File: config.mk
export PLATFORM = sky130hd
export DESIGN_NAME = mains_phase_angle_pwm_top
export DESIGN_NICKNAME = d
export VERILOG_FILES = /design/src/rtl/mpa_pkg.sv /design/src/rtl/mains_phase_angle_pwm_top.sv /design/src/rtl/mpa_core.sv /design/src/rtl/mpa_out_buf.sv
export SDC_FILE = /design/constraint.sdc
export NUM_CORES = 1
export LEC_CHECK = 0
export ABC_AREA = 1
export BUFFER_PORTS_ARGS = -buffer_cell sky130_fd_sc_hd__buf_2
export CAP_MARGIN = 5
export CORE_ASPECT_RATIO = 1.2
export CORE_MARGIN = 5
export CORE_UTILIZATION = 50
export DETAILED_ROUTE_END_ITERATION = 10
export PLACE_DENSITY = 0.67
export SYNTH_ARGS = -nofsm -noshare
export SYNTH_HDL_FRONTEND = slang
export SYNTH_SLANG_ARGS = --single-unit
File: constraint.sdc
create_clock -name i_clk -period 5.1 [get_ports i_clk]
set_input_delay 0.255 -clock i_clk [delete_from_list [all_inputs] [get_ports i_clk]]
set_output_delay 0.255 -clock i_clk [all_outputs]
set_load 0.01 [all_outputs]
File: src/rtl/mpa_pkg.sv
// Package with shared types, constants and helpers of the phase-angle dimmer.
`default_nettype none
package mpa_pkg;

    localparam int unsigned DutyWidth  = 8;
    localparam int unsigned CountWidth = 8;

    localparam logic [DutyWidth-1:0]  DutyReset   = 8'hFF;
    localparam logic [CountWidth-1:0] PeriodReset = 8'hFF;
    localparam logic [CountWidth-1:0] CountMax    = 8'hFF;
    localparam int unsigned           GuardShift  = 4;

    typedef enum logic {
        CFG_DUTY_CH0 = 1'b0,
        CFG_DUTY_CH1 = 1'b1
    } t_cfg_index;

    typedef enum logic {
        REQ_TICK = 1'b0,
        REQ_EDGE = 1'b1
    } t_req_type;

    typedef struct packed {
        logic                  drive_ch0;
        logic                  drive_ch1;
        logic [CountWidth-1:0] period_now;
    } t_result;

    function automatic logic [CountWidth-1:0] scale_point(
        input logic [CountWidth-1:0] period,
        input logic [DutyWidth-1:0]  duty
    );
        logic [CountWidth+DutyWidth-1:0] prod;
        prod = period * duty;
        return prod[CountWidth+DutyWidth-1:DutyWidth];
    endfunction

endpackage
`default_nettype wire

File: src/rtl/mains_phase_angle_pwm_top.sv
// Top level of the two-channel mains phase-angle dimmer.
// The result of an accepted beat is held in the result register, or in the skid stage.
// One beat per cycle while o_stall is low; counter and firing points register on accept.
// The output side has a result register and a skid stage, so input stalls only
// when both hold beats. Reset is synchronous and active low; duties reset to 255,
// the half period to 255, and the counter, firing points and drives to zero.
`default_nettype none
module mains_phase_angle_pwm_top
    import mpa_pkg::*;
(
    input  wire logic                  i_clk,
    input  wire logic                  i_rst_n,
    input  wire logic                  i_cfg_we,
    input  wire logic                  i_cfg_index,
    input  wire logic [DutyWidth-1:0]  i_cfg_data,
    input  wire logic                  i_valid,
    output logic                       o_stall,
    input  wire logic                  i_req_type,
    input  wire logic                  i_sync_level,
    output logic                       o_valid,
    input  wire logic                  i_stall,
    output logic                       o_drive_ch0,
    output logic                       o_drive_ch1,
    output logic [CountWidth-1:0]      o_period_now
);

    logic    accept;
    logic    buf_full;
    t_result core_result;
    t_result out_result;

    assign o_stall = buf_full;
    assign accept  = i_valid && !buf_full;

    mpa_core u_core (
        .i_clk        (i_clk),
        .i_rst_n      (i_rst_n),
        .i_cfg_we     (i_cfg_we),
        .i_cfg_index  (i_cfg_index),
        .i_cfg_data   (i_cfg_data),
        .i_accept     (accept),
        .i_req_type   (i_req_type),
        .i_sync_level (i_sync_level),
        .o_result     (core_result)
    );

    mpa_out_buf u_out_buf (
        .i_clk   (i_clk),
        .i_rst_n (i_rst_n),
        .i_push  (accept),
        .i_data  (core_result),
        .o_full  (buf_full),
        .o_valid (o_valid),
        .i_stall (i_stall),
        .o_data  (out_result)
    );

    assign o_drive_ch0  = out_result.drive_ch0;
    assign o_drive_ch1  = out_result.drive_ch1;
    assign o_period_now = out_result.period_now;

endmodule
`default_nettype wire

File: src/rtl/mpa_core.sv
// Half-cycle counter, firing points and gate drive state of the dimmer.
`default_nettype none
module mpa_core
    import mpa_pkg::*;
(
    input  wire logic                 i_clk,
    input  wire logic                 i_rst_n,
    input  wire logic                 i_cfg_we,
    input  wire logic                 i_cfg_index,
    input  wire logic [DutyWidth-1:0] i_cfg_data,
    input  wire logic                 i_accept,
    input  wire logic                 i_req_type,
    input  wire logic                 i_sync_level,
    output t_result                   o_result
);

    logic [DutyWidth-1:0]  r_duty0, r_duty1;
    logic                  r_running, n_running;
    logic [CountWidth-1:0] r_tick_count, n_tick_count;
    logic [CountWidth-1:0] r_half_period, n_half_period;
    logic [CountWidth-1:0] r_fire0, n_fire0;
    logic [CountWidth-1:0] r_fire1, n_fire1;
    logic [1:0]            r_drive, n_drive;
    logic [CountWidth-1:0] count_inc;
    logic                  edge_ends;

    assign count_inc = r_tick_count + 1'b1;
    assign edge_ends = r_running && i_sync_level
                       && (r_tick_count > (r_half_period >> GuardShift));

    always_comb begin
        n_running     = r_running;
        n_tick_count  = r_tick_count;
        n_half_period = r_half_period;
        n_fire0       = r_fire0;
        n_fire1       = r_fire1;
        n_drive       = r_drive;
        if (i_req_type == REQ_EDGE) begin
            if (edge_ends) begin
                n_half_period = r_tick_count;
                n_running     = 1'b0;
                n_tick_count  = '0;
                n_drive       = '0;
            end else begin
                n_running = 1'b1;
                n_fire0   = scale_point(r_half_period, r_duty0);
                n_fire1   = scale_point(r_half_period, r_duty1);
            end
        end else if (r_running) begin
            if (r_tick_count == CountMax) begin
                n_running    = 1'b0;
                n_tick_count = '0;
                n_drive      = '0;
            end else begin
                n_tick_count = count_inc;
                if (count_inc == r_fire0) begin
                    n_drive[0] = 1'b1;
                end
                if (count_inc == r_fire1) begin
                    n_drive[1] = 1'b1;
                end
            end
        end
    end

    assign o_result.drive_ch0  = n_drive[0];
    assign o_result.drive_ch1  = n_drive[1];
    assign o_result.period_now = n_half_period;

    always_ff @(posedge i_clk) begin
        if (!i_rst_n) begin
            r_duty0 <= DutyReset;
            r_duty1 <= DutyReset;
        end else if (i_cfg_we) begin
            unique case (t_cfg_index'(i_cfg_index))
                CFG_DUTY_CH0: r_duty0 <= i_cfg_data;
                CFG_DUTY_CH1: r_duty1 <= i_cfg_data;
                default:      r_duty0 <= r_duty0;
            endcase
        end
    end

    always_ff @(posedge i_clk) begin
        if (!i_rst_n) begin
            r_running     <= 1'b0;
            r_tick_count  <= '0;
            r_half_period <= PeriodReset;
            r_fire0       <= '0;
            r_fire1       <= '0;
            r_drive       <= '0;
        end else if (i_accept) begin
            r_running     <= n_running;
            r_tick_count  <= n_tick_count;
            r_half_period <= n_half_period;
            r_fire0       <= n_fire0;
            r_fire1       <= n_fire1;
            r_drive       <= n_drive;
        end
    end

    a_stopped_count_clear: assert property (@(posedge i_clk) disable iff (!i_rst_n)
        !r_running |-> (r_tick_count == '0))
        else $error("Counter is nonzero while stopped.");

    a_stopped_drives_off: assert property (@(posedge i_clk) disable iff (!i_rst_n)
        !r_running |-> (r_drive == '0))
        else $error("Gate drive is on while the counter is stopped.");

    a_tick_advances: assert property (@(posedge i_clk) disable iff (!i_rst_n)
        (i_accept && i_req_type == REQ_TICK && r_running && r_tick_count != CountMax)
        |=> (r_tick_count == $past(r_tick_count) + 8'd1))
        else $error("Running counter did not advance on a tick.");

endmodule
`default_nettype wire

File: src/rtl/mpa_out_buf.sv
// Result register with a skid stage on the output channel.
`default_nettype none
module mpa_out_buf
    import mpa_pkg::*;
(
    input  wire logic i_clk,
    input  wire logic i_rst_n,
    input  wire logic i_push,
    input  t_result   i_data,
    output logic      o_full,
    output logic      o_valid,
    input  wire logic i_stall,
    output t_result   o_data
);

    logic    r_main_valid, r_skid_valid;
    t_result r_main, r_skid;
    logic    pop;

    assign pop     = r_main_valid && !i_stall;
    assign o_full  = r_skid_valid;
    assign o_valid = r_main_valid;
    assign o_data  = r_main;

    always_ff @(posedge i_clk) begin
        if (!i_rst_n) begin
            r_main_valid <= 1'b0;
            r_skid_valid <= 1'b0;
        end else if (pop) begin
            if (r_skid_valid) begin
                r_skid_valid <= 1'b0;
            end else begin
                r_main_valid <= i_push;
            end
        end else if (i_push) begin
            if (r_main_valid) begin
                r_skid_valid <= 1'b1;
            end else begin
                r_main_valid <= 1'b1;
            end
        end
    end

    always_ff @(posedge i_clk) begin
        if (pop && r_skid_valid) begin
            r_main <= r_skid;
        end else if (i_push && (pop || !r_main_valid)) begin
            r_main <= i_data;
        end
        if (i_push && r_main_valid && !pop) begin
            r_skid <= i_data;
        end
    end

    a_skid_needs_main: assert property (@(posedge i_clk) disable iff (!i_rst_n)
        r_skid_valid |-> r_main_valid)
        else $error("Skid stage holds a beat while the result register is empty.");

    a_no_push_when_full: assert property (@(posedge i_clk) disable iff (!i_rst_n)
        r_skid_valid |-> !i_push)
        else $error("Beat pushed into a full output buffer.");

    a_stalled_beat_stable: assert property (@(posedge i_clk) disable iff (!i_rst_n)
        (r_main_valid && i_stall) |=> (r_main_valid && $stable(r_main)))
        else $error("Stalled result beat changed or was dropped.");

endmodule
`default_nettype wire
=== Word-level counts from Yosys, hierarchy flattened ===
Cells that the tools add are included.

* Bits in registers: 73
* Bits of input ports: 16
* Word-level logic and storage cells: 72

* Add/subtract/negate cells: 1
* $mul: 2
* $lt $le $gt $ge: 1
* Eq/ne operators: 5
* Muxes and demuxes: 21
* Bitwise gates (word level): 3
* Reduce and logical (&&, ||, !) cells: 23

{| class="wikitable"
|+ Operator list
! kind !! count
|-
| $mux 8 || 6
|-
| $mul 8x8->16 || 2
|-
| $mux 10 || 2
|-
| $eq 8x8->1 || 2
|-
| $mux 1 || 9
|-
| $add 8x1->8 const B || 1
|-
| $eq 8x8->1 const B || 1
|-
| $gt 8x4->1 || 1
|-
| $logic_and 1x1->1 || 8
|-
| $mux 2 || 4
|-
| $reduce_and 2->1 || 4
|-
| $reduce_and 3->1 || 2
|-
| $reduce_bool 2->1 || 3
|-
| $logic_not 1->1 || 4
|-
| $not 1->1 || 3
|-
| $ne 2x1->1 const B || 1
|-
| $ne 2x2->1 const B || 1
|-
| $reduce_or 2->1 || 1
|-
| $logic_or 1x1->1 || 1
|}

=== Logic depth before layout (Yosys ltp) ===
Gate-level depths: netlist of the first run.

* Depth after elaboration: 8
* Depth in mapped cells: 24
* Gate-level depth less buffers: 22

=== Hierarchy ===
From an unflattened synthesis of the first run, not the netlist that was laid out.

* Cell total of the unflattened synthesis: 1125
* Area, all modules: 7845.0 um^2

{| class="wikitable"
|+ Modules (own cells, without submodules)
! module !! times used !! cells an instance !! area an instance (um^2)
|-
| mpa_core || 1 || 1052 || 6959.2
|-
| mpa_out_buf || 1 || 71 || 875.8
|-
| mains_phase_angle_pwm_top || 1 || 2 || 10.0
|}

=== Worst setup path before layout of the first run ===
OpenSTA, ideal clock, no wires.

* Path type: flip-flop to flip-flop
* Start: register u_core.r_half_period[5]
* End: register u_core.r_fire0[3]
* Setup time: 0.109 ns
* Arrival: 4.045 ns
* Slack: 0.946 ns
* Stages on the path, launching flop included: 21
* Clock period less this slack: 4.154 ns
* Cell sequence: dfxtp_1 clkbuf_1 clkbuf_1 nand2_1 fa_1 fa_1 inv_1 fa_1 inv_1 fa_1 inv_1 ha_1 nand2_1 o21ai_0 inv_1 nand2_1 nand2_1 nand3_1 nand3_1 nand2_1 inv_1

* Cells in the longest elaborated chain, start to end: 4
* Elaborated cells on any way between the ends: 5
* Those cells by class: 1 x mul; 1 x order compare; 1 x bitwise; 2 x reduce/logical

{| class="wikitable"
|+ RTL lines
! element !! RTL line !! RTL
|-
| start: declaration || mpa_core.sv:20 || <nowiki>logic [CountWidth-1:0] r_half_period, n_half_period;</nowiki>
|-
| start signal: assignment || mpa_core.sv:87 || <nowiki>r_half_period <= PeriodReset;</nowiki>
|-
| start signal: assignment || mpa_core.sv:94 || <nowiki>r_half_period <= n_half_period;</nowiki>
|-
| parallel branches: the longest is 4 deep, another holds $mul 8x8->16 || n/a ||
|-
| end signal: assignment || mpa_core.sv:95 || <nowiki>r_fire0 <= n_fire0;</nowiki>
|-
| end: declaration || mpa_core.sv:21 || <nowiki>logic [CountWidth-1:0] r_fire0, n_fire0;</nowiki>
|}

Several ways; the timed one is not identified.
A chain may end at the register's enable or synchronous reset.

=== Worst setup path after layout of the first run ===
Same ends and word-level chain as after synthesis.

==> reports/qor.txt, run 1 <==
Crit Path Category - flop to flop
Total CTS buffers - 9
Max-cap violations - 0
Wire length on met1 - 7.909 mm
DR WL met3 - 561 um
Initial antenna violation count - 0
DRC Markers - 0
Final hold vios - 0
Overall Global Routing Usage - 0.2153
Post-CTS Setup Inserts - 0
Post-cts sizing count - 0
First-pass GRT wire length - 31.21 mm
Total gr overflow - 0
Seq/Total Area, Yosys - 0.2133
PortBufs - 27
IO Count - 28
Clock tree buffer depth - 2
Final nets - 1271
Core Rows - 50
Met2 wire length - 9.474 mm
Worst-Margin Slew - 782.5 ps
Post-CTS Hold Buffers - 0
Fin crit period - 4399 ps
Warnings from Yosys - 0
Reg2reg start - u_core.r_half_period[5]
Synth cell types - 36
Share of cells above drive strength 1 - 0.06077
Skew final - 14.04 ps
R2R depth - 18
Class of the worst hold path - input pin to flop
Die area - 18180 um2
FFs w/ async S/R, synth - 0
Largest net degree at the start of global routing - 38
Top FF cell, synth - dfxtp_1
WP data arrival - 4640 ps
Post-synth EDFFs - 20
Reg2reg end - u_core.r_fire0[3]
Yosys reg bits - 73
Rel. slew slack - 0.4771
Mapped cell area - 7789 um2
Final TNS setup - 0 ps
Hold path startpoint - i_cfg_data[3]
Achievable frequency - 227.3 MHz
CORE AREA - 15450 um2
Syn_nets - 1271
Worst-path clk slew - 60 ps
Setup slack, reg-to-reg - 700 ps
P&R area growth vs syn - 7.181%
WL/cell - 13.79 um
Highest routed layer - met4
DP Wirelength - 14.27 mm
Crit. End Element - flop
Worst setup SP type - flop
Starting DRT DRC Count - 396
Slew Viols, Final - 0
Post-route cell area - 8348 um2
Vias in the first global route - 6520
Hold_ws - 135.2 ps
# H-tree levels - 3
WP data required - 5340 ps
Syn Area/Cell - 6.992 um2
Starting density of the core - 0.5040
Total wire length - 18.31 mm
Post-route ant nets - 0
Ant. Diodes - 0
Die H - 146.7 um
CTS tree - built
CTS sink count - 73
Vias/cell - 4.999
Hold EP - u_core.r_duty1[3]
Hold depth - 3
Status - complete, no violations
Synthesized netlist cell count - 1114
Area after DPL - 8029 um2
CTS Root Buffer Type - clkbuf_16
Max FO, Critical Path - 19
Vias - 6634
Detailed Routing Iterations Pass 1 - 7
Clk_lat worst skew - 350 ps
GPL Wtd Cong - 0.8559
Final setup viols - 0
Die Wd - 123.9 um
Final Cycle Share - 0.8626
RSZ-0062 raised after global routing - no
-- layout make-up --
class | instances | area (um2)
Clock buffer | 10 | 229.0
Clock inverter | 6 | 90.09
Fill cell | 1501 | 7104
Inverter | 265 | 999.7
Multi-Input combinational cell | 731 | 4920
Sequential cell | 73 | 1662
Tap cell | 208 | 260.3
Timing Repair Buffer | 34 | 187.7
-- cell usage after synthesis, types with 2 or more instances --
master    number  share of area
fa_1          70           0.18
inv_1        256           0.12
o21ai_1       39          0.025
nand2_1      314           0.15
buf_6          4         0.0058
nand3_1       60          0.039
nor2_1        55          0.027
inv_2          7         0.0034
o21ai_0       17          0.011
nand3b_1       4         0.0039
xor2_1         6         0.0067
ha_1          71           0.11
nor2_2         3         0.0024
buf_1          3         0.0014
xnor2_1        7         0.0079
buf_2          6         0.0039
dfxtp_1       53           0.14
a21oi_1       50          0.032
clkbuf_1      31          0.015
nor3_1         6         0.0039
o21bai_1       6         0.0058
o21a_1         3         0.0029
nand4_1        8         0.0064
edfxtp_1      20          0.077
nand3_2        2         0.0026
nand2_2        3         0.0024
-- worst max-delay path, stage by stage (launching register included) --
cell and delay, ps:
dfxtp_1 800, nand2_1 170, fa_1 540, fa_1 550
inv_1 50, fa_1 480, inv_1 50, fa_1 470
inv_1 40, ha_1 320, nand2_1 100, o21ai_0 250
inv_1 60, nand2_1 100, nand2_1 70, nand3_1 70
nand3_1 80, nand2_1 70, inv_1 30
-- registers in the layout, indices dropped and copies added (netlist names) --
name / flops
u_core.r_drive: 2
u_core.r_duty0: 8
u_core.r_duty1: 8
u_core.r_fire0: 8
u_core.r_fire1: 8
u_core.r_half_period: 8
u_core.r_running: 1
u_core.r_tick_count: 8
u_out_buf.o_data: 10
u_out_buf.o_full: 1
u_out_buf.o_valid: 1
u_out_buf.r_skid: 10
-- metal layers --
metal | vias to the layer above | global-route usage
met1 | 3113 | 0.2735
met2 | 125 | 0.3819
met3 | 31 | 0.02426
met5 | - | 0
li1 | 3365 | -
met4 | 0 | 0.06192
-- stage by stage --
stage	util	setup WS (ps)	std cells
5_1_grt	0.5402	348.1	1327
2_1_floorplan	-	946.1	1114
3_5_place_dp	0.5196	715.8	1311
6_report	0.5402	701.0	1327
4_1_cts	0.5402	710.0	1327
3_3_place_gp	0.5196	764.1	1311
-- worst max-delay path by stage --
stage / startpoint / endpoint / cells past startpoint
2_1_floorplan: u_core.r_half_period[5] / u_core.r_fire0[3] / 20
3_3_place_gp: u_core.r_half_period[5] / u_core.r_fire1[6] / 18
3_5_place_dp: u_core.r_half_period[5] / u_core.r_fire0[3] / 18
4_1_cts: u_core.r_half_period[5] / u_core.r_fire0[3] / 18
5_1_grt: u_core.r_half_period[5] / u_core.r_fire0[4] / 17
6_report: u_core.r_half_period[5] / u_core.r_fire0[3] / 18
-- layout by cell type (no fill, tap or decap), types with 8 or more instances in the layout --
cell | Yosys | final
a21oi_1 | 50 | 50
buf_2 | 6 | 27
clkbuf_16 | 0 | 9
dfxtp_1 | 53 | 53
edfxtp_1 | 20 | 20
fa_1 | 70 | 70
ha_1 | 71 | 71
inv_1 | 256 | 256
nand2_1 | 314 | 314
nand3_1 | 60 | 60
nand4_1 | 8 | 8
nor2_1 | 55 | 55
o21ai_0 | 17 | 17
o21ai_1 | 39 | 39
-- cell families after synthesis --
kind of cell,after synthesis,synth area share
simple gates,459,0.2434
buf+inv,310,0.1550
fa+ha+maj,141,0.2940
compound gates,118,0.07968
flops,73,0.2133
xor+xnor,13,0.01462
Power of run 1 is left out: the tool's default activity adds up to more than one toggle a clock period on the data nets, which glitch-free logic cannot reach.
==> run 2: changes to the inputs <==
--- a/config.mk
+++ b/config.mk
@@ -6,13 +6,13 @@
 export NUM_CORES = 1
 export LEC_CHECK = 0
 export ABC_AREA = 1
-export BUFFER_PORTS_ARGS = -buffer_cell sky130_fd_sc_hd__buf_2
 export CAP_MARGIN = 5
 export CORE_ASPECT_RATIO = 1.2
 export CORE_MARGIN = 5
 export CORE_UTILIZATION = 50
 export DETAILED_ROUTE_END_ITERATION = 10
-export PLACE_DENSITY = 0.67
+export DONT_BUFFER_PORTS = 1
+export GPL_ROUTABILITY_DRIVEN = 0
 export SYNTH_ARGS = -nofsm -noshare
 export SYNTH_HDL_FRONTEND = slang
 export SYNTH_SLANG_ARGS = --single-unit
==> constraint.sdc (replaced) <==
create_clock -name i_clk -period 5.1 [get_ports i_clk]
set_input_delay 1.02 -clock i_clk [delete_from_list [all_inputs] [get_ports i_clk]]
set_output_delay 1.02 -clock i_clk [all_outputs]
set_load 0.01 [all_outputs]
==> reports/qor.txt, run 2 (same netlist as run 1, synthesis figures left out) <==
Starting DRT DRC Count - 302
Post-route ant nets - 0
WL/cell - 13.95 um
Final setup viols - 0
Fin crit period - 4630 ps
Clock tree buffer depth - 2
Die Wd - 123.9 um
R2R depth - 18
Post-CTS Setup Inserts - 0
Largest net degree at the start of global routing - 38
Total gr overflow - 0
Vias - 6440
Ant. Diodes - 0
RSZ-0062 raised after global routing - no
Post-route cell area - 8269 um2
GRT busiest layer - met2
P&R area growth vs syn - 6.169%
Total CTS buffers - 9
Post-cts sizing count - 0
Area after DPL - 7924 um2
Max FO, Critical Path - 19
Worst setup SP type - flop
Status - complete, no violations
Hold depth - 2
Vias in the first global route - 6631
Post-CTS Hold Buffers - 0
Achievable frequency - 216.0 MHz
Vias/cell - 4.939
Most frequent cells in the layout - nand2_1 (314), inv_1 (256), ha_1 (71), fa_1 (70), nand3_1 (60)
WP data required - 5340 ps
CTS sink count - 73
Crit Path Category - flop to flop
Max-cap violations - 0
PortBufs - 0
Crit. End Element - flop
Worst-Margin Slew - 996.3 ps
Most common cell after layout, fill and taps aside - nand2_1
Total wire length - 18.19 mm
M2 GR Usage - 0.3805
GRT met3 Usage - 0.03466
Final Cycle Share - 0.9078
Detailed Routing Iterations Pass 1 - 7
IO Count - 28
Skew final - 7.131 ps
Slew Viols, Final - 0
First-pass GRT wire length - 31.68 mm
Final TNS setup - 0 ps
Final hold vios - 0
Overall Global Routing Usage - 0.2181
Initial antenna violation count - 0
Final nets - 1248
Worst-path clk slew - 60 ps
# H-tree levels - 3
Rel. slew slack - 0.3349
DP Wirelength - 14.38 mm
Hold_ws - 528.3 ps
CTS tree - built
WP data arrival - 4870 ps
Class of the worst hold path - flop to flop
Starting density of the core - 0.5040
Share of cells above drive strength 1 - 0.04106
Die H - 146.7 um
Routing usage on met1 - 0.2753
Fillers - 1608
CORE AREA - 15450 um2
CTS Root Buffer Type - clkbuf_16
Clk_lat worst skew - 340 ps
DRC Markers - 0
Die area - 18180 um2
Core Rows - 50
## run 2: layout make-up
type / instances / area (um2) / share of cell area
Clock buffer: 10 / 229.0 / 0.02769
Timing Repair Buffer: 11 / 82.58 / 0.009986
Clock inverter: 6 / 116.4 / 0.01407
Tap cell: 208 / 260.3 / 0.03147
Inverter: 265 / 999.7 / 0.1209
Sequential cell: 73 / 1662 / 0.2009
Multi-Input combinational cell: 731 / 4920 / 0.5949
## run 2: final timing paths
path | endpoint | startpoint | slack (ps)
max | u_core.r_fire0[3] | u_core.r_half_period[5] | 470
min | u_out_buf.o_data[6] | u_out_buf.r_skid[6] | 530
max reg2reg | u_core.r_fire0[3] | u_core.r_half_period[5] | 470
min reg2reg | u_out_buf.o_data[6] | u_out_buf.r_skid[6] | 530
## run 2: worst max-delay path, stage by stage (launching register included)
cell and delay [ps]:
dfxtp_1 970, nand2_1 190, fa_1 560, fa_1 540, inv_1 50, fa_1 470, inv_1 40, fa_1 480
inv_1 40, ha_1 330, nand2_1 100, o21ai_0 260, inv_1 80, nand2_1 100, nand2_1 70, nand3_1 70
nand3_1 70, nand2_1 60, inv_1 30
## run 2: metal layers
layer  share of wire  vias up
li1                -     3317
met1            0.45     3004
met2            0.50       91
met3           0.030       28
met4           0.020        0
met5               0        -
## run 2: stage by stage
| stage | setup WS (ps) | util | cells |
|---|---|---|---|
| after floorplan | 946.1 | - | 1114 |
| after global placement | 599.1 | 0.5128 | 1288 |
| after detailed placement | 514.8 | 0.5128 | 1288 |
| after CTS | 491.3 | 0.5351 | 1304 |
| after global routing | 148.7 | 0.5351 | 1304 |
| final | 470.4 | 0.5351 | 1304 |
Power of run 2 is left out for the same reason.
==> run 3: changes to the inputs <==
--- a/config.mk
+++ b/config.mk
@@ -7,12 +7,15 @@
 export LEC_CHECK = 0
 export ABC_AREA = 1
 export CAP_MARGIN = 5
+export CELL_PAD_IN_SITES_DETAIL_PLACEMENT = 1
+export CELL_PAD_IN_SITES_GLOBAL_PLACEMENT = 2
 export CORE_ASPECT_RATIO = 1.2
 export CORE_MARGIN = 5
-export CORE_UTILIZATION = 50
+export CORE_UTILIZATION = 38
 export DETAILED_ROUTE_END_ITERATION = 10
 export DONT_BUFFER_PORTS = 1
 export GPL_ROUTABILITY_DRIVEN = 0
+export PLACE_DENSITY_LB_ADDON = 0.1
 export SYNTH_ARGS = -nofsm -noshare
 export SYNTH_HDL_FRONTEND = slang
 export SYNTH_SLANG_ARGS = --single-unit
==> reports/qor.txt, run 3 (same netlist as run 1, synthesis figures left out) <==
WP data arrival - 4730 ps
Total wire length - 21.51 mm
Die Wd - 140.7 um
CTS sink count - 73
Post-CTS Setup Inserts - 0
Post-CTS Hold Buffers - 0
CTS Root Buffer Type - clkbuf_16
Reg2reg start - u_core.r_half_period[2]
Overall Global Routing Usage - 0.1903
Delay-heaviest family, CP - adder cells
Hold EP - u_out_buf.o_data[6]
Detailed Routing Iterations Pass 1 - 6
Fillers - 2626
Area after DPL - 7980 um2
Final nets - 1246
# H-tree levels - 3
P&R area growth vs syn - 6.410%
Max FO, Critical Path - 18
Final setup viols - 0
Final hold vios - 0
CORE AREA - 20180 um2
Status - complete, no violations
Worst path bufs/invs - 3
Max-cap violations - 0
Ant. Diodes - 0
IO Count - 28
Clk_lat worst skew - 350 ps
Crit path largest cell delay - 880 ps
Total CTS buffers - 9
Slew Viols, Final - 0
DP Wirelength - 17.54 mm
Final Cycle Share - 0.8813
Total gr overflow - 0
Skew final - 10.43 ps
Post-route ant nets - 0
Inst Count DP - 1343
Setup slack, reg-to-reg - 610 ps
CTS tree - built
Post-cts sizing count - 0
Final TNS setup - 0 ps
Core Rows - 57
Starting DRT DRC Count - 269
Hold depth - 2
First-pass GRT wire length - 35.58 mm
Vias in the first global route - 6854
WL/cell - 15.83 um
Die area - 23470 um2
Rel. slew slack - 0.4255
Crit. End Element - flop
Reg2reg end - u_core.r_fire0[6]
Vias/cell - 4.820
Vias - 6550
Fin crit period - 4494 ps
CP most frequent cell - fa_1
Die H - 166.8 um
Worst setup SP type - flop
Largest net degree at the start of global routing - 38
Initial antenna violation count - 0
Clock tree buffer depth - 2
Class of the worst hold path - flop to flop
R2R depth - 15
Worst path slowest cell - dfxtp_1
Worst-Margin Slew - 860.5 ps
Fin cells - 1359
Final setup margin - 605.5 ps
Worst-path clk slew - 70 ps
PortBufs - 0
Most common cell after layout, fill and taps aside - nand2_1
Dpl ws - 563.4 ps
Post-route cell area - 8288 um2
DRC Markers - 0
Hold path startpoint - u_out_buf.r_skid[6]
Most frequent cells in the layout - nand2_1 (314), inv_1 (256), ha_1 (71), fa_1 (70), nand3_1 (60)
Achievable frequency - 222.5 MHz
RSZ-0062 raised after global routing - no
WP data required - 5330 ps
Crit path cell chain - nand2_1 > inv_1 > fa_1 > fa_1 > fa_1 > inv_1 > fa_1 > inv_1 > ha_1 > a21o_1 > o21bai_1 > a21oi_1 > nand3_1 > a21oi_1 > nor2_1
Share of cells above drive strength 1 - 0.04022
Starting density of the core - 0.3859
Crit Path Category - flop to flop
run 3: cell type report:
cell class	count	area (um2)	area share
multi-input combinational	731	4920	0.5936
sequential	73	1662	0.2005
inverter	265	999.7	0.1206
tap	265	331.6	0.04001
clock buffer	9	225.2	0.02717
clock inverter	7	82.58	0.009964
timing repair buffer	9	67.56	0.008152
run 3: worst register-to-register path: cells and delay by family, from the launching register on:
kind / cells / cell delay (ps)
buffers and inverters: 3 / 200
AO/OA/AOI/OAI: 4 / 800
flip-flops: 1 / 880
AND/OR/NAND/NOR: 3 / 270
adder cells (fa/ha/maj): 5 / 2230
run 3: worst max-delay path by stage:
stage / endpoint / cells after the start / slack [ps] / start
finish: u_core.r_fire0[6] / 15 / 610 / u_core.r_half_period[2]
CTS: u_core.r_fire0[6] / 15 / 570 / u_core.r_half_period[2]
global placement: u_core.r_fire1[6] / 19 / 640 / u_core.r_half_period[2]
global route: u_core.r_fire1[6] / 17 / 260 / u_core.r_half_period[2]
detailed placement: u_core.r_fire1[6] / 19 / 560 / u_core.r_half_period[2]
floorplan: u_core.r_fire0[3] / 20 / 950 / u_core.r_half_period[5]
run 3: per-stage QoR:
step,util,hold slack (ps)
after global routing,0.4106,561.0
after detailed placement,0.3954,522.7
after floorplan,-,485.2
after global placement,0.3954,504.5
final,0.4106,530.6
after CTS,0.4106,539.0
run 3: routing by layer:
metal  part of all wire  track usage  wire [um]
met3              0.026      0.02409        563
met2               0.50       0.3423      10820
met1               0.46       0.2439       9892
met4              0.011      0.04003        232
met5                  0            0          0
Power of run 3 is left out for the same reason.
